===== src/rtl/kp_pkg.sv =====
// Package with the shared types, constants and key map of the keypad entry block.
`timescale 1ns / 1ps
package kp_pkg;

  localparam int unsigned RowW    = 4;
  localparam int unsigned ColW    = 3;
  localparam int unsigned CharW   = 7;
  localparam int unsigned NumW    = 7;
  localparam int unsigned TickW   = 16;
  localparam int unsigned CfgIdxW = 8;
  localparam int unsigned CfgDatW = 16;

  localparam logic [7:0]  SettleReset  = 8'd5;
  localparam logic [15:0] TimeoutReset = 16'd1000;
  localparam logic [7:0]  GuardReset   = 8'd20;
  localparam logic [15:0] GapReset     = 16'd300;

  localparam logic [ColW-1:0]  ColsIdle = 3'b111;
  localparam logic [RowW-1:0]  RowsIdle = 4'b1111;
  localparam logic [CharW-1:0] ChZero   = 7'h30;
  localparam logic [CharW-1:0] ChNine   = 7'h39;

  // Configuration register indexes.
  typedef enum logic [CfgIdxW-1:0] {
    CFG_SETTLE  = 8'd0,
    CFG_TIMEOUT = 8'd1,
    CFG_GUARD   = 8'd2,
    CFG_GAP     = 8'd3
  } cfg_reg_t;

  typedef enum logic [1:0] {
    PH_SETTLE  = 2'd0,
    PH_RELEASE = 2'd1,
    PH_GUARD   = 2'd2,
    PH_GAP     = 2'd3
  } phase_t;

  typedef struct packed {
    logic [RowW-1:0] row_sense;
  } kp_in_t;

  typedef struct packed {
    logic [ColW-1:0]  col_drive;
    logic             key_valid;
    logic [CharW-1:0] key_char;
    logic             number_valid;
    logic [NumW-1:0]  number_value;
  } kp_out_t;

  typedef struct packed {
    logic [CfgIdxW-1:0] index;
    logic [CfgDatW-1:0] value;
  } kp_cfg_wr_t;

  // Current register values handed to the scan core.
  typedef struct packed {
    logic [7:0]  settle_ticks;
    logic [15:0] release_timeout;
    logic [7:0]  release_guard;
    logic [15:0] digit_gap;
  } kp_cfg_t;

  // Key map: rows A..D, columns 1..3. A column code of 3 reads as column 1.
  function automatic logic [CharW-1:0] key_lookup(input logic [1:0] row, input logic [1:0] col);
    logic [CharW-1:0] ch;
    ch = 7'h00;
    unique case ({row, col})
      4'b00_00, 4'b00_11: ch = 7'h31;
      4'b00_01:           ch = 7'h32;
      4'b00_10:           ch = 7'h33;
      4'b01_00, 4'b01_11: ch = 7'h34;
      4'b01_01:           ch = 7'h35;
      4'b01_10:           ch = 7'h36;
      4'b10_00, 4'b10_11: ch = 7'h37;
      4'b10_01:           ch = 7'h38;
      4'b10_10:           ch = 7'h39;
      4'b11_00, 4'b11_11: ch = 7'h2A;
      4'b11_01:           ch = 7'h30;
      4'b11_10:           ch = 7'h23;
      default:            ch = 7'h00;
    endcase
    return ch;
  endfunction

endpackage


===== src/rtl/kp_stream_if.sv =====
// Valid/ready channel interface used for the row, result and configuration channels.
`timescale 1ns / 1ps
interface kp_stream_if #(parameter type payload_t = logic) ();
  logic     valid;
  logic     ready;
  payload_t data;

  modport source (output valid, output data, input ready);
  modport sink   (input valid, input data, output ready);
endinterface


===== src/rtl/kp_cfg_regs.sv =====
// Configuration register file for the keypad entry block.
`timescale 1ns / 1ps
module kp_cfg_regs import kp_pkg::*; (
  input  logic       clk,
  input  logic       rst_n,
  input  logic       wr_en,
  input  kp_cfg_wr_t wr,
  output kp_cfg_t    cfg
);

  kp_cfg_t cfg_r;

  always_ff @(posedge clk) begin
    if (!rst_n) begin
      cfg_r.settle_ticks    <= SettleReset;
      cfg_r.release_timeout <= TimeoutReset;
      cfg_r.release_guard   <= GuardReset;
      cfg_r.digit_gap       <= GapReset;
    end else if (wr_en) begin
      case (wr.index)
        CFG_SETTLE:  cfg_r.settle_ticks    <= wr.value[7:0];
        CFG_TIMEOUT: cfg_r.release_timeout <= wr.value;
        CFG_GUARD:   cfg_r.release_guard   <= wr.value[7:0];
        CFG_GAP:     cfg_r.digit_gap       <= wr.value;
        default:     ;
      endcase
    end
  end

  assign cfg = cfg_r;

endmodule


===== src/rtl/kp_scan_core.sv =====
// Scan state machine: one tick of column scan, release wait, guard, gap pause and digit pairing.
`timescale 1ns / 1ps
module kp_scan_core import kp_pkg::*; (
  input  logic            clk,
  input  logic            rst_n,
  input  logic            step,
  input  logic [RowW-1:0] rows,
  input  kp_cfg_t         cfg,
  output kp_out_t         result
);

  phase_t           phase_r, phase_nxt;
  logic [1:0]       col_r, col_nxt;
  logic [TickW-1:0] tick_r, tick_nxt;
  logic [1:0]       hit_r, hit_nxt;
  logic [3:0]       first_r, first_nxt;
  logic             have_first_r, have_first_nxt;

  logic [TickW:0]   next_cnt;
  logic             settle_done, release_done, guard_done, gap_done;
  logic             any_hit;
  logic [1:0]       hit_row;
  logic             report;
  logic [CharW-1:0] ch;
  logic             is_digit;
  logic [3:0]       digit;
  logic [NumW-1:0]  number;

  assign next_cnt     = {1'b0, tick_r} + {{TickW{1'b0}}, 1'b1};
  assign settle_done  = next_cnt >= {9'd0, cfg.settle_ticks};
  assign release_done = (rows == RowsIdle) || (next_cnt >= {1'b0, cfg.release_timeout});
  assign guard_done   = next_cnt >= {9'd0, cfg.release_guard};
  assign gap_done     = next_cnt >= {1'b0, cfg.digit_gap};
  assign any_hit      = rows != RowsIdle;

  always_comb begin
    priority if (!rows[0]) hit_row = 2'd0;
    else if (!rows[1])     hit_row = 2'd1;
    else if (!rows[2])     hit_row = 2'd2;
    else                   hit_row = 2'd3;
  end

  // A key is reported when the release wait ends with no guard, or the guard ends.
  assign report = ((phase_r == PH_RELEASE) && release_done && (cfg.release_guard == 8'd0)) ||
                  ((phase_r == PH_GUARD) && guard_done);

  assign ch       = key_lookup(hit_r, col_r);
  assign is_digit = (ch >= ChZero) && (ch <= ChNine);
  assign digit    = 4'(ch - ChZero);
  assign number   = {first_r, 3'b000} + {2'b00, first_r, 1'b0} + {3'b000, digit};

  // Next state.
  always_comb begin
    phase_nxt      = phase_r;
    col_nxt        = col_r;
    tick_nxt       = next_cnt[TickW-1:0];
    hit_nxt        = hit_r;
    first_nxt      = first_r;
    have_first_nxt = have_first_r;
    if (col_r == 2'd3) begin
      // Column code outside the scan restarts the scan.
      phase_nxt = PH_SETTLE;
      col_nxt   = 2'd0;
      tick_nxt  = '0;
    end else if (report) begin
      tick_nxt = '0;
      if (is_digit) begin
        have_first_nxt = !have_first_r;
        if (!have_first_r) begin
          first_nxt = digit;
        end
        if (cfg.digit_gap == 16'd0) begin
          phase_nxt = PH_SETTLE;
          col_nxt   = 2'd0;
        end else begin
          phase_nxt = PH_GAP;
        end
      end else begin
        phase_nxt = PH_SETTLE;
        col_nxt   = 2'd0;
      end
    end else begin
      unique case (phase_r)
        PH_SETTLE: begin
          if (settle_done) begin
            tick_nxt = '0;
            if (any_hit) begin
              hit_nxt   = hit_row;
              phase_nxt = PH_RELEASE;
            end else begin
              col_nxt = (col_r == 2'd2) ? 2'd0 : col_r + 2'd1;
            end
          end
        end
        PH_RELEASE: begin
          if (release_done) begin
            tick_nxt  = '0;
            phase_nxt = PH_GUARD;
          end
        end
        PH_GUARD: ;
        PH_GAP: begin
          if (gap_done) begin
            phase_nxt = PH_SETTLE;
            col_nxt   = 2'd0;
            tick_nxt  = '0;
          end
        end
        default: ;
      endcase
    end
  end

  // Outputs of this tick.
  always_comb begin
    result              = '0;
    result.col_drive    = (phase_nxt == PH_GAP) ? ColsIdle : ~(3'b001 << col_nxt);
    result.key_valid    = report && (col_r != 2'd3);
    result.key_char     = result.key_valid ? ch : '0;
    result.number_valid = result.key_valid && is_digit && have_first_r;
    result.number_value = result.number_valid ? number : '0;
  end

  always_ff @(posedge clk) begin
    if (!rst_n) begin
      phase_r      <= PH_SETTLE;
      col_r        <= 2'd0;
      tick_r       <= '0;
      hit_r        <= 2'd0;
      first_r      <= 4'd0;
      have_first_r <= 1'b0;
    end else if (step) begin
      phase_r      <= phase_nxt;
      col_r        <= col_nxt;
      tick_r       <= tick_nxt;
      hit_r        <= hit_nxt;
      first_r      <= first_nxt;
      have_first_r <= have_first_nxt;
    end
  end

  a_number_needs_key: assert property (@(posedge clk) disable iff (!rst_n)
    result.number_valid |-> result.key_valid)
    else $error("number reported without a key");

  a_col_in_range: assert property (@(posedge clk) disable iff (!rst_n)
    col_r != 2'd3)
    else $error("column index out of range");

  a_digit_gap: assert property (@(posedge clk) disable iff (!rst_n)
    step && result.key_valid && is_digit && (cfg.digit_gap != 16'd0) |=> phase_r == PH_GAP)
    else $error("accepted digit did not start the gap pause");

  a_symbol_restart: assert property (@(posedge clk) disable iff (!rst_n)
    step && result.key_valid && !is_digit |=> (phase_r == PH_SETTLE) && (col_r == 2'd0))
    else $error("star or hash did not restart the scan");

  a_pairing_toggles: assert property (@(posedge clk) disable iff (!rst_n)
    step && result.key_valid && is_digit |=> have_first_r != $past(have_first_r))
    else $error("digit pairing did not advance");

endmodule


===== src/rtl/matrix_keypad_two_digit_entry.sv =====
// Top level of the 4x3 matrix keypad scanner with two-digit number entry.
// A row transaction reaches the result channel through the input register and then the result register.
// Throughput: one transaction per clock cycle while the result side keeps up; scan state logic is short.
// Every accepted row sample yields exactly one result transaction carrying the column drive.
// Reset (rst_n low at a clock edge) clears the scan to column 1 settle, the digit pairing and both
// channel stages, and loads the register defaults: settle 5, timeout 1000, guard 20, gap 300.
`timescale 1ns / 1ps
module matrix_keypad_two_digit_entry import kp_pkg::*; (
  input logic        clk,
  input logic        rst_n,
  kp_stream_if.sink   in_if,
  kp_stream_if.source out_if,
  kp_stream_if.sink   cfg_if
);

  // Input stage: holds one row sample until the scan core takes it.
  logic            in_valid_r;
  logic [RowW-1:0] in_rows_r;

  // Result stage: holds one result until the sink takes it.
  logic            out_valid_r;
  kp_out_t         out_data_r;

  logic            advance;
  kp_cfg_t         cfg;
  kp_out_t         core_result;
  kp_cfg_wr_t      cfg_wr;

  // The core steps whenever a sample is held and the result stage is free or draining, so a new
  // transaction is accepted every cycle while the result side keeps up.
  assign advance      = in_valid_r && (!out_valid_r || out_if.ready);
  assign in_if.ready  = !in_valid_r || advance;
  assign out_if.valid = out_valid_r;
  assign out_if.data  = out_data_r;

  // Configuration writes are always taken; they land in the register file at once.
  assign cfg_if.ready = 1'b1;
  assign cfg_wr       = cfg_if.data;

  kp_cfg_regs u_cfg (
    .clk   (clk),
    .rst_n (rst_n),
    .wr_en (cfg_if.valid),
    .wr    (cfg_wr),
    .cfg   (cfg)
  );

  kp_scan_core u_core (
    .clk    (clk),
    .rst_n  (rst_n),
    .step   (advance),
    .rows   (in_rows_r),
    .cfg    (cfg),
    .result (core_result)
  );

  always_ff @(posedge clk) begin
    if (!rst_n) begin
      in_valid_r  <= 1'b0;
      out_valid_r <= 1'b0;
    end else begin
      if (in_if.valid && in_if.ready) begin
        in_valid_r <= 1'b1;
      end else if (advance) begin
        in_valid_r <= 1'b0;
      end
      if (advance) begin
        out_valid_r <= 1'b1;
      end else if (out_if.ready) begin
        out_valid_r <= 1'b0;
      end
    end
  end

  // Payload registers carry no reset.
  always_ff @(posedge clk) begin
    if (in_if.valid && in_if.ready) begin
      in_rows_r <= in_if.data.row_sense;
    end
    if (advance) begin
      out_data_r <= core_result;
    end
  end

  a_result_held: assert property (@(posedge clk) disable iff (!rst_n)
    out_valid_r && !out_if.ready |=> out_valid_r && $stable(out_data_r))
    else $error("stalled result changed");

  a_sample_not_lost: assert property (@(posedge clk) disable iff (!rst_n)
    in_valid_r && !advance |=> in_valid_r && $stable(in_rows_r))
    else $error("waiting row sample lost");

  a_step_fills_output: assert property (@(posedge clk) disable iff (!rst_n)
    advance |=> out_valid_r)
    else $error("core step produced no result");

endmodule


===== src/flat_wrapper.sv =====
// flat-port wrapper written by rule: the top's interface ports become plain ports
module matrix_keypad_two_digit_entry_flat import kp_pkg::*;
  (clk, rst_n, in_if_valid, in_if_data, in_if_ready, out_if_valid, out_if_data, out_if_ready, cfg_if_valid, cfg_if_data, cfg_if_ready);
  kp_stream_if #(.payload_t(kp_in_t)) in_if_i ();
  kp_stream_if #(.payload_t(kp_out_t)) out_if_i ();
  kp_stream_if #(.payload_t(kp_cfg_wr_t)) cfg_if_i ();
  input logic clk;
  input logic rst_n;
  input wire logic [$bits(in_if_i.valid)-1:0] in_if_valid;
  input wire logic [$bits(in_if_i.data)-1:0] in_if_data;
  output wire logic [$bits(in_if_i.ready)-1:0] in_if_ready;
  output wire logic [$bits(out_if_i.valid)-1:0] out_if_valid;
  output wire logic [$bits(out_if_i.data)-1:0] out_if_data;
  input wire logic [$bits(out_if_i.ready)-1:0] out_if_ready;
  input wire logic [$bits(cfg_if_i.valid)-1:0] cfg_if_valid;
  input wire logic [$bits(cfg_if_i.data)-1:0] cfg_if_data;
  output wire logic [$bits(cfg_if_i.ready)-1:0] cfg_if_ready;
  assign in_if_i.valid = in_if_valid;
  assign in_if_i.data = in_if_data;
  assign in_if_ready = in_if_i.ready;
  assign out_if_valid = out_if_i.valid;
  assign out_if_data = out_if_i.data;
  assign out_if_i.ready = out_if_ready;
  assign cfg_if_i.valid = cfg_if_valid;
  assign cfg_if_i.data = cfg_if_data;
  assign cfg_if_ready = cfg_if_i.ready;
  matrix_keypad_two_digit_entry u_core (.clk(clk), .rst_n(rst_n), .in_if(in_if_i), .out_if(out_if_i), .cfg_if(cfg_if_i));
endmodule

===== config.mk =====
export PLATFORM = sky130hd
export DESIGN_NAME = matrix_keypad_two_digit_entry_flat
export DESIGN_NICKNAME = d
export VERILOG_FILES = /design/src/rtl/kp_pkg.sv /design/src/rtl/kp_stream_if.sv /design/src/rtl/kp_cfg_regs.sv /design/src/rtl/kp_scan_core.sv /design/src/rtl/matrix_keypad_two_digit_entry.sv /design/src/flat_wrapper.sv
export SDC_FILE = /design/constraint.sdc
export NUM_CORES = 1
export LEC_CHECK = 0
export BUFFER_PORTS_ARGS = -buffer_cell sky130_fd_sc_hd__buf_4
export CORE_ASPECT_RATIO = 2
export CORE_MARGIN = 5
export CORE_UTILIZATION = 35
export DETAILED_ROUTE_END_ITERATION = 8
export SLEW_MARGIN = 40
export SYNTH_ARGS = -nofsm -noshare
export SYNTH_HDL_FRONTEND = slang
export SYNTH_SLANG_ARGS = --single-unit

===== constraint.sdc =====
create_clock -name clk -period 3.7 [get_ports clk]
set_input_delay 1.11 -clock clk [delete_from_list [all_inputs] [get_ports clk]]
set_output_delay 1.11 -clock clk [all_outputs]
set_load 0.02 [all_outputs]

==> metrics.txt <==
worst slew pin tran=0.887 ns; critical path type=reg2reg; ANT nets after route=0; final wirelength=17500 µm; Mapped Cells=653; fmax=264 MHz; setup_tns=-1.03 ns; r2r setup slk=-0.09 ns; I/O Pins=55; core area=approximately 17000 µm²; Cell Area, Placed=7000 µm²; final number of max-transition violations=0; Worst Path Max Fanout=7; PwrDens=between 200 and 300 nW/µm²; cell area after layout=8210 µm²; post-DP HPWL=13100 µm; Internal=1.75 mW; initial antenna violation count=0; # fillers=1580; Final WS setup=-0.0875 ns; drt drc=0; Synth async-reset ratio=0%; drt first pass iters=4; simple-gate portion of the synthesized area=19.5%; share of cells above drive strength 1=34.0%; largest net degree at the start of global routing=37; unrepaired setup endpoints after global routing=yes; first-pass GRT wire length=27100 µm; Post-CTS Hold Buffers=0; crit start category=flip-flop; mux share of post-synthesis cell area=9.31%; switching part of the total=22.9%; vias in the first global route=5493; chip height=around 200 µm; commonest cells after routing, fill and taps aside=buf_4, dfxtp_1, nor2_1; clock share of power=43.6%; status=finished with violations; Pwr Total=roughly 2.3 mW; Net Count, Synth=around 750; Clock Path Buffers=2; Slew headroom=approximately two fifths; # nets final=886; #FFs+latches synth=between 90 and 100; initial drt markers=197; clock-pin slew of the registers on the worst-case setup and hold paths=0.07 ns; Final Hold Fails=0; H-tree depth=3; met3 wire len=665 µm; Tot GR Track Use=17.5%; Syn-to-layout area delta=37.8%; YS warnings=0; post-synthesis compound-gate area fraction=11.2%; Hold Crit Class=reg2reg; largest family of logic cells by synthesized area=simple AND/OR/NAND/NOR gates; Main synth FF type=dfxtp_1; leakage power=3.80 nW; P_sw=approximately 0.52 mW; max cap viols=0; # rows=between 60 and 70; combinational share of power=6.9%; most common cell after layout, fill and taps aside=buf_4; Worst VDD drop=0.181 mV; WL/cell=17.5 µm; Synth Area in XOR/XNOR=2.79%; wl on met1=5970 µm; Setup Skew=0.00814 ns; CTS tree=done; register area share after synthesis=37.0%; Clock Sink Count=99; CP Data Arrival Time=approximately 4.1 ns; period utilization=102%; root buffer cell=clkbuf_16; gpl congestion=0.980; cell area after synthesis=5960 µm²; number of synthesized flops with an enable pin=22; CP required=3.98 ns; library cells used by synthesis=62; uppermost layer routed=met4; endpoints failing setup=21; crit end category=flip-flop; die span in x=102 µm; die area=19900 µm²; Final min period=3.79 ns; Port Buffer Count=52; DR WL met2=a little under 10000 µm; Congestion Overflow GR=0; number of buffers inserted during clock tree synthesis=9; routed vias=5344; Avg Inst Size Synth=between 9 and 10 µm²; antenna cells=0; clk_lat worst skew=around 0.36 ns; Seq pwr share=49.4%; Vias/cell=~5.4; violated checks=negative setup slack; Starting Density=35.5%; Post-Synth Adder-Cell Area=14.3%
[cell families after synthesis]
kind of cell    after synthesis
xor+xnor                     19
compound gates               96
mux                          55
buf+inv                      86
fa+ha+maj                    67
flops                        99
other cells                   2
simple gates                229
[sequential cells by signal, summed over array words and instances, names as in the netlist]
name and cells:
u_core.u_core.hit_r 2, u_core.in_rows_r 4, u_core.u_core.have_first_r 1, u_core.u_core.col_r 2, u_core.u_core.first_r 4, u_core.out_if.valid 1
u_core.in_valid_r 1, u_core.u_cfg.cfg 48, u_core.out_if.data 18, u_core.u_core.tick_r 16, u_core.u_core.phase_r 2
[critical path: stages, from the launching register on]
cell,delay [ns]
dfxtp_4,0.38
nand4_1,0.25
buf_6,0.24
nor2_2,0.18
xor2_2,0.22
buf_4,0.15
ha_1,0.24
nand4_1,0.17
nor4_4,0.04
buf_4,0.15
a311oi_1,0.25
nand2_1,0.16
o2111ai_4,0.26
nand3_4,0.17
buf_6,0.19
a21o_1,0.17
or3b_1,0.36
a21oi_1,0.13
[final cells by class]
cell class | count | area (µm²) | share of cell area [%]
multi-input cells | 468 | 4040 | 49.2
flip-flops and latches | 99 | 2220 | 27.0
repair buffers | 149 | 1150 | 14.0
well taps | 207 | 259 | 3.16
clock buffers | 11 | 254 | 3.10
inverters | 59 | 226 | 2.76
clock inverters | 5 | 58.8 | 0.717
[power groups by stage]
stage	Combinational [mW]	Clock, mW	Sequential [mW]
5_1_grt	0.171	1.06	1.12
2_1_floorplan	0.0600	0	1.15
6_report	0.157	0.988	1.12
3_3_place_gp	0.136	0	1.14
3_5_place_dp	0.141	0	1.15
4_1_cts	0.146	1.01	1.12
[synth_stat cells (8+ instances only)]
cell | n | share of area [%]
dfxtp_1 | 77 | 26
nor3_1 | 8 | 0.67
nand2_1 | 45 | 2.8
ha_1 | 65 | 14
clkbuf_1 | 17 | 1.1
and2_1 | 8 | 0.84
a21oi_1 | 23 | 1.9
o21ai_0 | 13 | 1.1
nand3_1 | 26 | 2.2
and3_1 | 10 | 1.1
inv_1 | 58 | 3.7
edfxtp_1 | 22 | 11
xnor2_1 | 9 | 1.3
a22oi_1 | 10 | 1.3
nor4_1 | 11 | 1.2
xor2_1 | 10 | 1.5
mux2i_1 | 52 | 8.7
nor2_1 | 72 | 4.5
nand4_1 | 10 | 1.1
[stage by stage]
step | utilization (%) | cells | setup slack (ns) | hold slack, ns
final | 48.9 | 998 | -0.0875 | 0.478
after floorplan | - | 653 | 0.0780 | 0.445
after detailed placement | 41.7 | 953 | -0.424 | 0.464
after global placement | 41.7 | 953 | -0.296 | 0.462
after CTS | 45.5 | 982 | -0.0227 | 0.481
after global routing | 48.9 | 998 | -0.297 | 0.524
[per-layer routing]
metal  global-route usage, %  vias to the layer above
met3                    2.94                       68
li1                        -                     2570
met1                    17.1                     2543
met2                    32.6                      163
met5                       0                        -
met4                    11.1                        0
[final timing paths]
kind,from,end,depth (start not counted)
setup / recovery,u_core.u_core.tick_r[1],u_core.u_core.phase_r[0],17
hold / removal,u_core.u_cfg.cfg[31],u_core.u_cfg.cfg[31],2
setup reg to reg,u_core.u_core.tick_r[1],u_core.u_core.phase_r[0],17
hold reg to reg,u_core.u_cfg.cfg[31],u_core.u_cfg.cfg[31],2
[repair_timing]
| action | CTS | global route |
|---|---|---|
| gates resized for setup | 48 | 91 |
| pin swaps | 22 | 65 |
| buffers inserted | 12 | 18 |
| setup endpoints to repair | 45 | 38 |
| gates cloned | 1 | 1 |
Note: power is estimated with default switching activity, not from simulation.
